--- config.mk ---
export PLATFORM = sky130hd
export DESIGN_NAME = utf16_to_utf8_transcoder
export DESIGN_NICKNAME = d
export VERILOG_FILES = /design/src/sv/u16u8_pkg.sv /design/src/sv/u16u8_front.sv /design/src/sv/u16u8_queue.sv /design/src/sv/u16u8_back.sv /design/src/sv/utf16_to_utf8_transcoder.sv
export SDC_FILE = /design/constraint.sdc
export NUM_CORES = 1
export LEC_CHECK = 0
export ABC_AREA = 1
export BUFFER_PORTS_ARGS = -buffer_cell sky130_fd_sc_hd__buf_4
export CELL_PAD_IN_SITES_DETAIL_PLACEMENT = 1
export CELL_PAD_IN_SITES_GLOBAL_PLACEMENT = 1
export CORE_AREA = 2 2 189 135
export CTS_CLUSTER_SIZE = 10
export DETAILED_ROUTE_END_ITERATION = 8
export DIE_AREA = 0 0 191 137
export GPL_TIMING_DRIVEN = 0
export PLACE_DENSITY = 0.66
export SLEW_MARGIN = 30
export SYNTH_ARGS = -nofsm -noshare
export SYNTH_HDL_FRONTEND = slang
export SYNTH_SLANG_ARGS = --single-unit
--- constraint.sdc ---
create_clock -name i_clk -period 4.12 [get_ports i_clk]
set_clock_uncertainty 0.05 [all_clocks]
set_input_delay 0.824 -clock i_clk [delete_from_list [all_inputs] [get_ports i_clk]]
set_output_delay 0.824 -clock i_clk [all_outputs]
set_load 0.01 [all_outputs]
--- src/sv/u16u8_pkg.sv ---
package u16u8_pkg;

    localparam logic [15:0] SURR_HI_FIRST = 16'hD800;
    localparam logic [15:0] SURR_HI_LAST  = 16'hDBFF;
    localparam logic [15:0] SURR_LO_FIRST = 16'hDC00;
    localparam logic [15:0] SURR_LO_LAST  = 16'hDFFF;
    localparam logic [20:0] SUPP_BASE     = 21'h10000;
    localparam logic [5:0]  SURR_HI_TOP   = 6'b110110;

    localparam logic [20:0] LIM_1 = 21'h80;
    localparam logic [20:0] LIM_2 = 21'h800;
    localparam logic [20:0] LIM_3 = 21'h10000;

    localparam logic [7:0] LEAD_2 = 8'hC0;
    localparam logic [7:0] LEAD_3 = 8'hE0;
    localparam logic [7:0] LEAD_4 = 8'hF0;
    localparam logic [7:0] CONT   = 8'h80;

    // number of utf-8 bytes minus one
    typedef enum logic [1:0] {
        LEN_1 = 2'd0,
        LEN_2 = 2'd1,
        LEN_3 = 2'd2,
        LEN_4 = 2'd3
    } t_len;

    // work handed from the front to the back: an optional lone high surrogate
    // first, then an optional code point, then the string end flag
    typedef struct packed {
        logic        pre_v;
        logic [9:0]  pre_hi;
        logic        main_v;
        logic [20:0] main_cp;
        logic        last;
    } t_job;

    function automatic t_len enc_len(input logic [20:0] cp);
        t_len len;
        if (cp < LIM_1) begin
            len = LEN_1;
        end else if (cp < LIM_2) begin
            len = LEN_2;
        end else if (cp < LIM_3) begin
            len = LEN_3;
        end else begin
            len = LEN_4;
        end
        return len;
    endfunction

    function automatic logic [7:0] enc_byte(input logic [20:0] cp, input t_len len,
                                            input logic [1:0] idx);
        logic [7:0] b;
        b = 8'h00;
        case (len)
            LEN_1: b = cp[7:0];
            LEN_2: begin
                case (idx)
                    2'd0:    b = LEAD_2 | {3'b000, cp[10:6]};
                    default: b = CONT | {2'b00, cp[5:0]};
                endcase
            end
            LEN_3: begin
                case (idx)
                    2'd0:    b = LEAD_3 | {4'b0000, cp[15:12]};
                    2'd1:    b = CONT | {2'b00, cp[11:6]};
                    default: b = CONT | {2'b00, cp[5:0]};
                endcase
            end
            LEN_4: begin
                case (idx)
                    2'd0:    b = LEAD_4 | {5'b00000, cp[20:18]};
                    2'd1:    b = CONT | {2'b00, cp[17:12]};
                    2'd2:    b = CONT | {2'b00, cp[11:6]};
                    default: b = CONT | {2'b00, cp[5:0]};
                endcase
            end
            default: b = 8'h00;
        endcase
        return b;
    endfunction

endpackage

--- src/sv/u16u8_front.sv ---
module u16u8_front (
    input  logic             i_clk,
    input  logic             i_rst_n,
    input  logic             i_in_valid,
    output logic             o_in_stall,
    input  logic [15:0]      i_code_unit,
    input  logic             i_last_unit,
    input  logic             i_q_full,
    output logic             o_push,
    output u16u8_pkg::t_job  o_job
);
    import u16u8_pkg::*;

    logic       r_held;
    logic [9:0] r_held_hi;
    logic       n_held;
    logic [9:0] n_held_hi;
    logic       accept;
    logic       is_hi;
    logic       is_lo;
    t_job       job;

    assign o_in_stall = i_q_full;
    assign accept     = i_in_valid && !i_q_full;

    always_comb begin
        is_hi = i_code_unit inside {[SURR_HI_FIRST:SURR_HI_LAST]};
        is_lo = i_code_unit inside {[SURR_LO_FIRST:SURR_LO_LAST]};
        job.pre_v   = 1'b0;
        job.pre_hi  = r_held_hi;
        job.main_v  = 1'b1;
        job.main_cp = {5'b00000, i_code_unit};
        job.last    = i_last_unit;
        n_held      = 1'b0;
        n_held_hi   = 10'h000;
        if (r_held && is_lo) begin
            job.main_cp = SUPP_BASE + {1'b0, r_held_hi, i_code_unit[9:0]};
        end else begin
            job.pre_v = r_held;
            if (is_hi && !i_last_unit) begin
                job.main_v = 1'b0;
                n_held     = 1'b1;
                n_held_hi  = i_code_unit[9:0];
            end
        end
    end

    assign o_push = accept && (job.pre_v || job.main_v);
    assign o_job  = job;

    always_ff @(posedge i_clk) begin
        if (!i_rst_n) begin
            r_held    <= 1'b0;
            r_held_hi <= 10'h000;
        end else if (accept) begin
            r_held    <= n_held;
            r_held_hi <= n_held_hi;
        end
    end

endmodule

--- src/sv/u16u8_queue.sv ---
module u16u8_queue #(
    parameter int DEPTH = 4
) (
    input  logic             i_clk,
    input  logic             i_rst_n,
    input  logic             i_push,
    input  u16u8_pkg::t_job  i_job,
    input  logic             i_pop,
    output u16u8_pkg::t_job  o_job,
    output logic             o_valid,
    output logic             o_full
);
    import u16u8_pkg::*;

    localparam int PTR_W = (DEPTH > 1) ? $clog2(DEPTH) : 1;
    localparam int CNT_W = $clog2(DEPTH + 1);

    t_job             r_slot [DEPTH];
    logic [PTR_W-1:0] r_wr_ptr;
    logic [PTR_W-1:0] r_rd_ptr;
    logic [CNT_W-1:0] r_count;
    logic             do_push;
    logic             do_pop;

    assign o_full  = (r_count == CNT_W'(DEPTH));
    assign o_valid = (r_count != '0);
    assign o_job   = r_slot[r_rd_ptr];
    assign do_push = i_push && !o_full;
    assign do_pop  = i_pop && o_valid;

    always_ff @(posedge i_clk) begin
        if (do_push) begin
            r_slot[r_wr_ptr] <= i_job;
        end
    end

    always_ff @(posedge i_clk) begin
        if (!i_rst_n) begin
            r_wr_ptr <= '0;
            r_rd_ptr <= '0;
            r_count  <= '0;
        end else begin
            if (do_push) begin
                r_wr_ptr <= (r_wr_ptr == PTR_W'(DEPTH - 1)) ? '0 : r_wr_ptr + 1'b1;
            end
            if (do_pop) begin
                r_rd_ptr <= (r_rd_ptr == PTR_W'(DEPTH - 1)) ? '0 : r_rd_ptr + 1'b1;
            end
            if (do_push && !do_pop) begin
                r_count <= r_count + 1'b1;
            end else if (do_pop && !do_push) begin
                r_count <= r_count - 1'b1;
            end
        end
    end

endmodule

--- src/sv/u16u8_back.sv ---
module u16u8_back (
    input  logic             i_clk,
    input  logic             i_rst_n,
    input  u16u8_pkg::t_job  i_job,
    input  logic             i_job_valid,
    output logic             o_pop,
    output logic             o_out_valid,
    input  logic             i_out_stall,
    output logic [7:0]       o_out_byte,
    output logic             o_run_last,
    output logic             o_string_end
);
    import u16u8_pkg::*;

    typedef enum logic {
        PH_PRE,
        PH_MAIN
    } t_phase;

    t_job        r_job;
    logic        r_busy;
    t_phase      r_phase;
    logic [1:0]  r_idx;
    logic        r_out_valid;
    logic [7:0]  r_byte;
    logic        r_run_last;
    logic        r_string_end;

    logic [20:0] cur_cp;
    t_len        cur_len;
    logic        out_free;
    logic        fire;
    logic        final_byte;
    logic        item_end;
    logic        pop;

    always_comb begin
        if (r_phase == PH_PRE) begin
            cur_cp  = {5'b00000, SURR_HI_TOP, r_job.pre_hi};
            cur_len = LEN_3;
        end else begin
            cur_cp  = r_job.main_cp;
            cur_len = enc_len(r_job.main_cp);
        end
        out_free   = !r_out_valid || !i_out_stall;
        fire       = r_busy && out_free;
        final_byte = (r_idx == cur_len);
        // the prefix surrogate ends the item only if no code point follows
        item_end   = final_byte && ((r_phase == PH_MAIN) || !r_job.main_v);
        pop        = i_job_valid && (!r_busy || (fire && item_end));
    end

    assign o_pop        = pop;
    assign o_out_valid  = r_out_valid;
    assign o_out_byte   = r_byte;
    assign o_run_last   = r_run_last;
    assign o_string_end = r_string_end;

    always_ff @(posedge i_clk) begin
        if (!i_rst_n) begin
            r_busy      <= 1'b0;
            r_phase     <= PH_MAIN;
            r_idx       <= 2'd0;
            r_out_valid <= 1'b0;
        end else begin
            if (out_free) begin
                r_out_valid <= fire;
            end
            if (fire) begin
                r_byte       <= enc_byte(cur_cp, cur_len, r_idx);
                r_run_last   <= item_end;
                r_string_end <= item_end && r_job.last;
                if (!final_byte) begin
                    r_idx <= r_idx + 2'd1;
                end else if (!item_end) begin
                    r_phase <= PH_MAIN;
                    r_idx   <= 2'd0;
                end
            end
            if (pop) begin
                r_job   <= i_job;
                r_phase <= i_job.pre_v ? PH_PRE : PH_MAIN;
                r_idx   <= 2'd0;
                r_busy  <= 1'b1;
            end else if (fire && item_end) begin
                r_busy <= 1'b0;
            end
        end
    end

endmodule

--- src/sv/utf16_to_utf8_transcoder.sv ---
// each item passes the job queue, then the back's job and output registers
// throughput: one byte per cycle on the output unless stalled; an item causes
// 1 to 6 bytes, and a held high surrogate causes none
// the input stalls only when the job queue (QUEUE_DEPTH entries) is full
// reset clears the held surrogate, the queue and the output valid
module utf16_to_utf8_transcoder #(
    parameter int QUEUE_DEPTH = 4
) (
    input  logic        i_clk,
    input  logic        i_rst_n,
    input  logic        i_in_valid,
    output logic        o_in_stall,
    input  logic [15:0] i_code_unit,
    input  logic        i_last_unit,
    output logic        o_out_valid,
    input  logic        i_out_stall,
    output logic [7:0]  o_out_byte,
    output logic        o_run_last,
    output logic        o_string_end
);
    import u16u8_pkg::*;

    t_job push_job;
    t_job head_job;
    logic push;
    logic pop;
    logic q_full;
    logic q_valid;

    u16u8_front u_front (
        .i_clk       (i_clk),
        .i_rst_n     (i_rst_n),
        .i_in_valid  (i_in_valid),
        .o_in_stall  (o_in_stall),
        .i_code_unit (i_code_unit),
        .i_last_unit (i_last_unit),
        .i_q_full    (q_full),
        .o_push      (push),
        .o_job       (push_job)
    );

    u16u8_queue #(
        .DEPTH (QUEUE_DEPTH)
    ) u_queue (
        .i_clk   (i_clk),
        .i_rst_n (i_rst_n),
        .i_push  (push),
        .i_job   (push_job),
        .i_pop   (pop),
        .o_job   (head_job),
        .o_valid (q_valid),
        .o_full  (q_full)
    );

    u16u8_back u_back (
        .i_clk        (i_clk),
        .i_rst_n      (i_rst_n),
        .i_job        (head_job),
        .i_job_valid  (q_valid),
        .o_pop        (pop),
        .o_out_valid  (o_out_valid),
        .i_out_stall  (i_out_stall),
        .o_out_byte   (o_out_byte),
        .o_run_last   (o_run_last),
        .o_string_end (o_string_end)
    );

endmodule

==> impl_metrics.ini, run 1 <==
[route]
drt_iter0_markers = 378
firstDrtPassIters = 5
wl_per_cell_um = 20.6
wl_mm = 22.5
via_count = 5599
drc = 0
vias_per_cell = 5.13
drtAntennaViolNets = 0

[floorplan]
fp.dieArea_sq_mm = 0.0262
core_sq_mm = 0.0243
die_w_um = 191
rows = 48
die_h_um = 137
start_util = 0.346
pin_count = 33

[logic_synthesis]
mappedNetlistArea_sq_mm = 0.00842
synth_top_area_frac = 0.638
ys_ff_latch = 204
postSynthAreaPerCell_sq_um = 12.3
postSynthCellCount = 686
synth_area_leader_cell = edfxtp_1
synth_edf_count = 179
ys_warn_count = 0
ys.flop_type = edfxtp_1
yosysUniqueCellTypes = 42
synth_nets = 719
seq_area_frac_synth = 0.698
synth_area_leaders = edfxtp_1 64%, dfxtp_1 5.9%, nor2_1 5.3%
synthArstFlopShare = 0

[global_routing]
grt_max_degree = 24
gr-total-overflow = 0
antenna_found_initial = 1
grtUsageTotal = 0.178
grt_pass1_vias = 5603
grt_pass1_wl_mm = 34.3

[sta]
setup_tns_ns = 0
setup_ws_ns = 1.16
period_share = 0.718
setup_violations = 0
relSlewSlack = 0.476
maxSlewViolCount = 0
holdWs_ns = 0.440
rsz0062_at_grt = no
worst_slew_pin_slew_ns = 0.787
max_freq_mhz = 338
timing.final.hold_violations = 0
min_period_ns = 2.96

[power_and_ir_drop]
p_leak_uw = 0.00349
p_per_area_mw_per_mm2 = 682
p_total_uw = 6820
ir_drop_mv = 0.381

[layout]
fin_nets = 783
final_cell_mix = 179 x edfxtp_1, 114 x nor2_1, 83 x o21ai_0, 53 x nand2_1
final_common_cell = edfxtp_1
drive_gt1_frac = 0.151
diodes = 0
syn_to_final_growth_pct = 18.7
final_area_sq_mm = 0.0100

[place]
numPortBuffers = 31
placed_area_sq_mm = 0.00928
gp_congestion = 0.805
dp_hpwl_mm = 15.5
pre_cts_slack_ns = 0.632

[cts]
post-cts-setup-buffers = 0
clkTransAtPathRegs_ns = 0.06
hold_buffers = 0
cts_made_buffers = 24
clk_latency_ns = 0.54
htree_levels = 1
cts_tree = yes
cts_resized = 0
clock-sinks = 204
clock_path_buffers = 3
clockRootBuffer = clkbuf_16

[worst_hold_path]
min_path_type = register to register

[setup_path]
crit_required_ns = 4.48
start_kind = input pin
worstPathArrival_ns = 3.32
crit_fanout = 9
endpoint_kind = register
critPathKind = input pin to register

[outcome]
status = finished, final reports clean

[flow_run]
maxCapViolations = 0
-- logic make-up (layout without fill, tap and decap cells) --
group,after synthesis,after routing,share of synthesized area
and+or+nand+nor,224,224,0.126
DFF,204,204,0.698
AOI/OAI and AO/OA,165,165,0.115
buffers and inverters,74,155,0.0340
adders and majority gates,12,12,0.0187
muxes,4,4,0.00475
xor gates and xnor gates,3,3,0.00401
-- metrics by stage --
step	std cells	util
floorplan	686	-
global placement	1042	0.373
detailed placement	1049	0.382
CTS	1092	0.411
global route	1092	0.411
finish	1092	0.411
-- final timing paths --
path / start / cells after the start / slack [ns] / to
hold / removal: u_queue.r_rd_ptr[1] / 2 / 0.44 / u_queue.r_rd_ptr[1]
setup reg to reg: u_back.r_job[12] / 17 / 1.35 / u_queue.r_count[2]
setup / recovery: i_code_unit[13] / 10 / 1.16 / u_queue.r_count[1]
hold reg to reg: u_queue.r_rd_ptr[1] / 2 / 0.44 / u_queue.r_rd_ptr[1]
-- flip-flops by register name, indices dropped and copies added (netlist names), 2 cells and up, named ones only --
register / flops
u_queue.r_slot: 136
u_back.r_job: 33
u_front.r_held_hi: 10
u_back.o_out_byte: 8
u_queue.r_count: 3
u_back.r_idx: 2
u_queue.r_rd_ptr: 2
u_queue.r_wr_ptr: 2
-- cell usage after synthesis (9+ instances only) --
library cell    n
ha_1           11
nand2_1        53
a22oi_1        10
edfxtp_1      179
nand4_1         9
dfxtp_1        25
inv_1          40
nand3_1        10
clkbuf_1       23
o211ai_1        9
o22ai_1        33
a21oi_1        10
o21ai_0        83
nor2_1        119
-- routing by layer --
metal / vias up / track usage / wire, um
li1: 2609 / - / -
met1: 2799 / 0.263 / 11100
met4: 0 / 0.0444 / 495
met2: 150 / 0.269 / 9620
met3: 41 / 0.0331 / 1200
met5: - / 0 / 0
-- worst max-delay path, cell delays in order --
cell     delay [ns]
buf_4          0.14
nor4_4         0.38
nand4_2        0.29
o21ai_2        0.63
inv_1          0.12
ha_1           0.21
inv_1          0.09
fa_1           0.41
o21ai_0        0.16
a21oi_1        0.06
-- area by class of cell --
type | instances | area, sq um
flip-flops and latches | 204 | 5880
inverters | 46 | 173
well taps | 325 | 407
clock buffers | 42 | 689
repair buffers | 38 | 413
plain buffers | 28 | 114
clock inverters | 1 | 30.0
fillers | 2601 | 14300
multi-input cells | 408 | 2300
-- report_power, final --
part | switching, uW | leakage (uW) | internal, uW | total [uW]
Clock | 818 | 0.000340 | 1130 | 1950
Combinational | 1460 | 0.00130 | 590 | 2050
Sequential | 143 | 0.00186 | 2670 | 2820
No activity file was read; power rests on OpenSTA's default activity.
==> run 2: changes to the inputs <==
Settings changed: PLACE_DENSITY 0.66 to 0.68.
Clock period 4.12 ns to 2.4 ns, I/O delays scaled along.
==> impl_metrics.ini, run 2 (synthesis gave the netlist of run 1 again) <==
[sta]
min_period_ns = 2.46
setup_ws_ns = -0.0623
relSlewSlack = 0.384
maxSlewViolCount = 0
timing.final.hold_violations = 0
worst_slew_pin_slew_ns = 0.924
setup_violations = 2
setup_tns_ns = -0.0930
rsz0062_at_grt = yes
max_freq_mhz = 406
period_share = 1.03

[setup_path]
start_kind = register
crit_required_ns = 2.77
crit_fanout = 3
worstPathArrival_ns = 2.83
endpoint_kind = register
worst-r2r-setup-slack_ns = -0.06
critPathKind = register to register

[cts]
clockRootBuffer = clkbuf_16
clock-sinks = 204
hold_buffers = 0
cts_tree = yes
clkTransAtPathRegs_ns = 0.06
clk_latency_ns = 0.53
cts_made_buffers = 24
htree_levels = 1
clock_path_buffers = 3

[route]
wl_mm = 22.9
via_count = 5761
drt_iter0_markers = 450
firstDrtPassIters = 5
wl_per_cell_um = 20.6
drc = 0
drtAntennaViolNets = 0
vias_per_cell = 5.17

[global_routing]
grtUsageTotal = 0.178
antenna_found_initial = 0
grt_pass1_wl_mm = 34.5
grt_pass1_vias = 5678
gr-total-overflow = 0
grt_max_degree = 19

[layout]
fin_cells = 1114
diodes = 0
top_register = u_queue.r_slot
nFillCells = 2591
final_common_cell = edfxtp_1
drive_gt1_frac = 0.188
final_cell_mix = 179 x edfxtp_1, 112 x nor2_1, 80 x o21ai_0, 53 x nand2_1, 49 x buf_4
final_area_sq_mm = 0.0102
fin_nets = 805
syn_to_final_growth_pct = 21.7
largest_register_ffs = 136
top_regs = u_queue.r_slot: 136 flops, u_back.r_job: 33 flops, u_front.r_held_hi: 10 flops

[power_and_ir_drop]
ir_drop_mv = 0.544
p_total_uw = 12000
p_leak_uw = 0.00361
p_per_area_mw_per_mm2 = 1170

[floorplan]
fp.dieArea_sq_mm = 0.0262
start_util = 0.346
pin_count = 33
die_h_um = 137
core_sq_mm = 0.0243
die_w_um = 191
rows = 48

[place]
numPortBuffers = 31
gp_congestion = 0.806
dp_cells = 1048
dp_hpwl_mm = 15.8
pre_cts_slack_ns = -0.812
placed_area_sq_mm = 0.00927

[flow_run]
maxCapViolations = 0

[worst_hold_path]
min_path_type = input pin to register

[outcome]
status = complete, but fails checks
violations = setup timing
[run 2: cell types whose count changed in the layout (fill, tap and decap cells not counted), moves of 2 or more]
cell / before / now
o21ai_1: 5 / 7
clkbuf_2: 0 / 2
buf_12: 0 / 5
clkbuf_1: 40 / 38
inv_1: 40 / 38
nor2_4: 6 / 8
buf_16: 6 / 4
nor2_1: 114 / 112
o21ai_0: 83 / 80
buf_4: 32 / 49
[run 2: layout make-up]
type | count | area [sq um] | share of cell area
plain buffers | 28 | 116 | 0.0114
repair buffers | 59 | 601 | 0.0586
inverters | 46 | 175 | 0.0171
well taps | 325 | 407 | 0.0397
clock inverters | 2 | 35.0 | 0.00342
clock buffers | 41 | 664 | 0.0648
multi-input cells | 409 | 2370 | 0.232
flip-flops and latches | 204 | 5880 | 0.573
[run 2: per-layer routing]
metal	global-route usage	wire, um
met1	0.271	11500
met2	0.260	9670
met3	0.0297	1330
met4	0.0469	467
met5	0	0
[run 2: power by group]
| group | leakage [uW] | switching [uW] | internal, uW |
|---|---|---|---|
| clock | 0.000331 | 1390 | 1880 |
| combinational | 0.00142 | 2620 | 1260 |
| sequential | 0.00186 | 249 | 4590 |
[run 2: final timing paths]
check                      start                    to  depth (start not counted)
max             u_back.r_job[16]    u_queue.r_count[2]                         18
min               i_code_unit[7]  u_queue.r_slot[0][8]                          1
max reg2reg     u_back.r_job[16]    u_queue.r_count[2]                         18
min reg2reg  u_queue.r_rd_ptr[1]   u_queue.r_rd_ptr[1]                          2
[run 2: timing repair]
action | CTS | global route
resized for setup | 5 | 9
gates cloned | 1 | 0
setup buffers | 16 | 6
pin swaps | 8 | 2
setup endpoints to repair | 87 | 57
[run 2: worst max-delay path: stages, from the launching register on]
cell and delay, ns:
edfxtp_1 0.41, nor2_2 0.15, nand2_2 0.07, nor2_4 0.17, nand2_2 0.08, nand2_4 0.10, nand2_4 0.07, nand2_4 0.07
nand2_4 0.05, nand4_4 0.08, nand2_4 0.07, nand2_8 0.07, ha_4 0.14, inv_4 0.03, fa_2 0.35, a21oi_2 0.15
o21ai_2 0.07, o21ai_1 0.11, a21oi_1 0.05
[run 2: metrics by stage]
step	utilization	hold slack, ns
5_1_grt	0.421	0.104
6_report	0.421	0.112
4_1_cts	0.418	0.0951
3_3_place_gp	0.374	0.427
3_5_place_dp	0.381	0.432
2_1_floorplan	-	0.406
==> run 3: changes to the inputs <==
Settings changed: TNS_END_PERCENT set to 5.
==> impl_metrics.ini, run 3 (synthesis gave the netlist of run 1 again) <==
[worst_hold_path]
min_path_type = input pin to register

[floorplan]
pin_count = 33
rows = 48
die_h_um = 137
start_util = 0.346
core_sq_mm = 0.0243
die_w_um = 191
fp.dieArea_sq_mm = 0.0262

[layout]
final_cell_mix = 179 x edfxtp_1, 111 x nor2_1, 80 x o21ai_0, 53 x nand2_1, 46 x buf_4
fin_util = 0.422
top_regs = u_queue.r_slot: 136 flops, u_back.r_job: 33 flops, u_front.r_held_hi: 10 flops
top_register = u_queue.r_slot
nFillCells = 2587
largest_register_ffs = 136
diodes = 0
final_area_sq_mm = 0.0103
final_common_cell = edfxtp_1
fin_nets = 802
syn_to_final_growth_pct = 21.9
drive_gt1_frac = 0.184

[setup_path]
worstPathCellList = nor2_2 > nand2_2 > nor2_4 > nand2_2 > nand2_4 > nand2_4 > nand2_4 > nand2_4 > nand4_4 > nand2_4 > nand2_8 > ha_4 > inv_4 > fa_2 > a21oi_2 > o21ai_2 > o21ai_1 > a21oi_1
cpLargestDelayFamily = simple AND/OR/NAND/NOR gates
slowest_stage = edfxtp_1
critPathKind = register to register
crit_required_ns = 2.75
endpoint_kind = register
crit_path_frequent_cell = nand2_4
critical-path-max-stage-delay_ns = 0.41
path_buf_inv = 1
crit_fanout = 4
worstPathArrival_ns = 2.86
start_kind = register

[global_routing]
gr-total-overflow = 0
use_met2 = 0.277
grt_use_met1 = 0.274
gr-max-usage-layer = met2
grt_pass1_wl_mm = 35.4
grtUsageTotal = 0.181
grt_max_degree = 20
antenna_found_initial = 1
met3_usage = 0.0282
grt_pass1_vias = 5706

[sta]
min_period_ns = 2.51
setup_violations = 36
period_share = 1.05
setup_ws_ns = -0.112
worst_slew_pin_slew_ns = 0.900
relSlewSlack = 0.400
rsz0062_at_grt = yes
max_freq_mhz = 398
setup_tns_ns = -1.18
timing.final.hold_violations = 0
maxSlewViolCount = 0

[place]
dp_hpwl_mm = 16.0
gp_congestion = 0.801
numPortBuffers = 31
pre_cts_slack_ns = -0.799
placed_area_sq_mm = 0.00928

[power_and_ir_drop]
p_total_uw = 12100
p_per_area_mw_per_mm2 = 1170
ir_drop_mv = 0.650
p_leak_uw = 0.00361

[route]
wl_mm = 23.0
wl_per_cell_um = 20.7
via_count = 5623
firstDrtPassIters = 4
vias_per_cell = 5.06
drtAntennaViolNets = 0
drt_iter0_markers = 450
drc = 0

[cts]
cts_tree = yes
clockRootBuffer = clkbuf_16
clock_path_buffers = 3
clk_latency_ns = 0.53
hold_buffers = 0
cts_made_buffers = 24
clock-sinks = 204
htree_levels = 1
clkTransAtPathRegs_ns = 0.05

[flow_run]
maxCapViolations = 0

[outcome]
status = complete, but fails checks
violations = setup timing
-- run 3: cell types whose count changed in the layout (fill, tap and decap cells not counted), moves of 2 or more --
cell / change
buf_12: -2
clkbuf_8: +2
buf_16: +2
buf_4: -3
-- run 3: report_power, final --
part | leakage, uW | switching (uW) | internal [uW]
logic | 0.00140 | 2650 | 1240
registers | 0.00186 | 250 | 4590
clock network | 0.000342 | 1390 | 1950
-- run 3: per-stage QoR --
step	std cells	hold WS [ns]
after floorplan	686	0.406
after global placement	1042	0.429
after detailed placement	1049	0.443
after CTS	1106	0.101
after global routing	1112	0.109
final	1112	0.116
-- run 3: layer usage --
layer,up-vias,wire (um)
li1,2655,-
met1,2795,11400
met2,140,9940
met3,33,1230
met4,0,436
met5,-,0
-- run 3: timing repair --
action                                  4_1_cts  5_1_grt
pin swaps                                     6       12
gates cloned                                  1        0
buffers inserted                             12        6
endpoints found under the setup margin       68       50
resized for setup                            13       10
-- run 3: worst paths after layout --
path | start | end | slack, ns | cells after the start
setup / recovery | u_back.r_job[21] | u_queue.r_count[2] | -0.11 | 18
hold / removal | i_code_unit[9] | u_queue.r_slot[0][10] | 0.12 | 1
setup reg to reg | u_back.r_job[21] | u_queue.r_count[2] | -0.11 | 18
hold reg to reg | u_queue.r_rd_ptr[1] | register | 0.45 | 2
-- run 3: area by class of cell --
class                      count  area, sq um  area share
sequential                   204         5880       0.572
tap                          325          407      0.0396
clock inverter                 1         30.0     0.00292
multi-input combinational    409         2380       0.232
clock buffer                  43          692      0.0674
buffer                        28          115      0.0112
timing repair buffer          56          589      0.0574
inverter                      46          175      0.0171
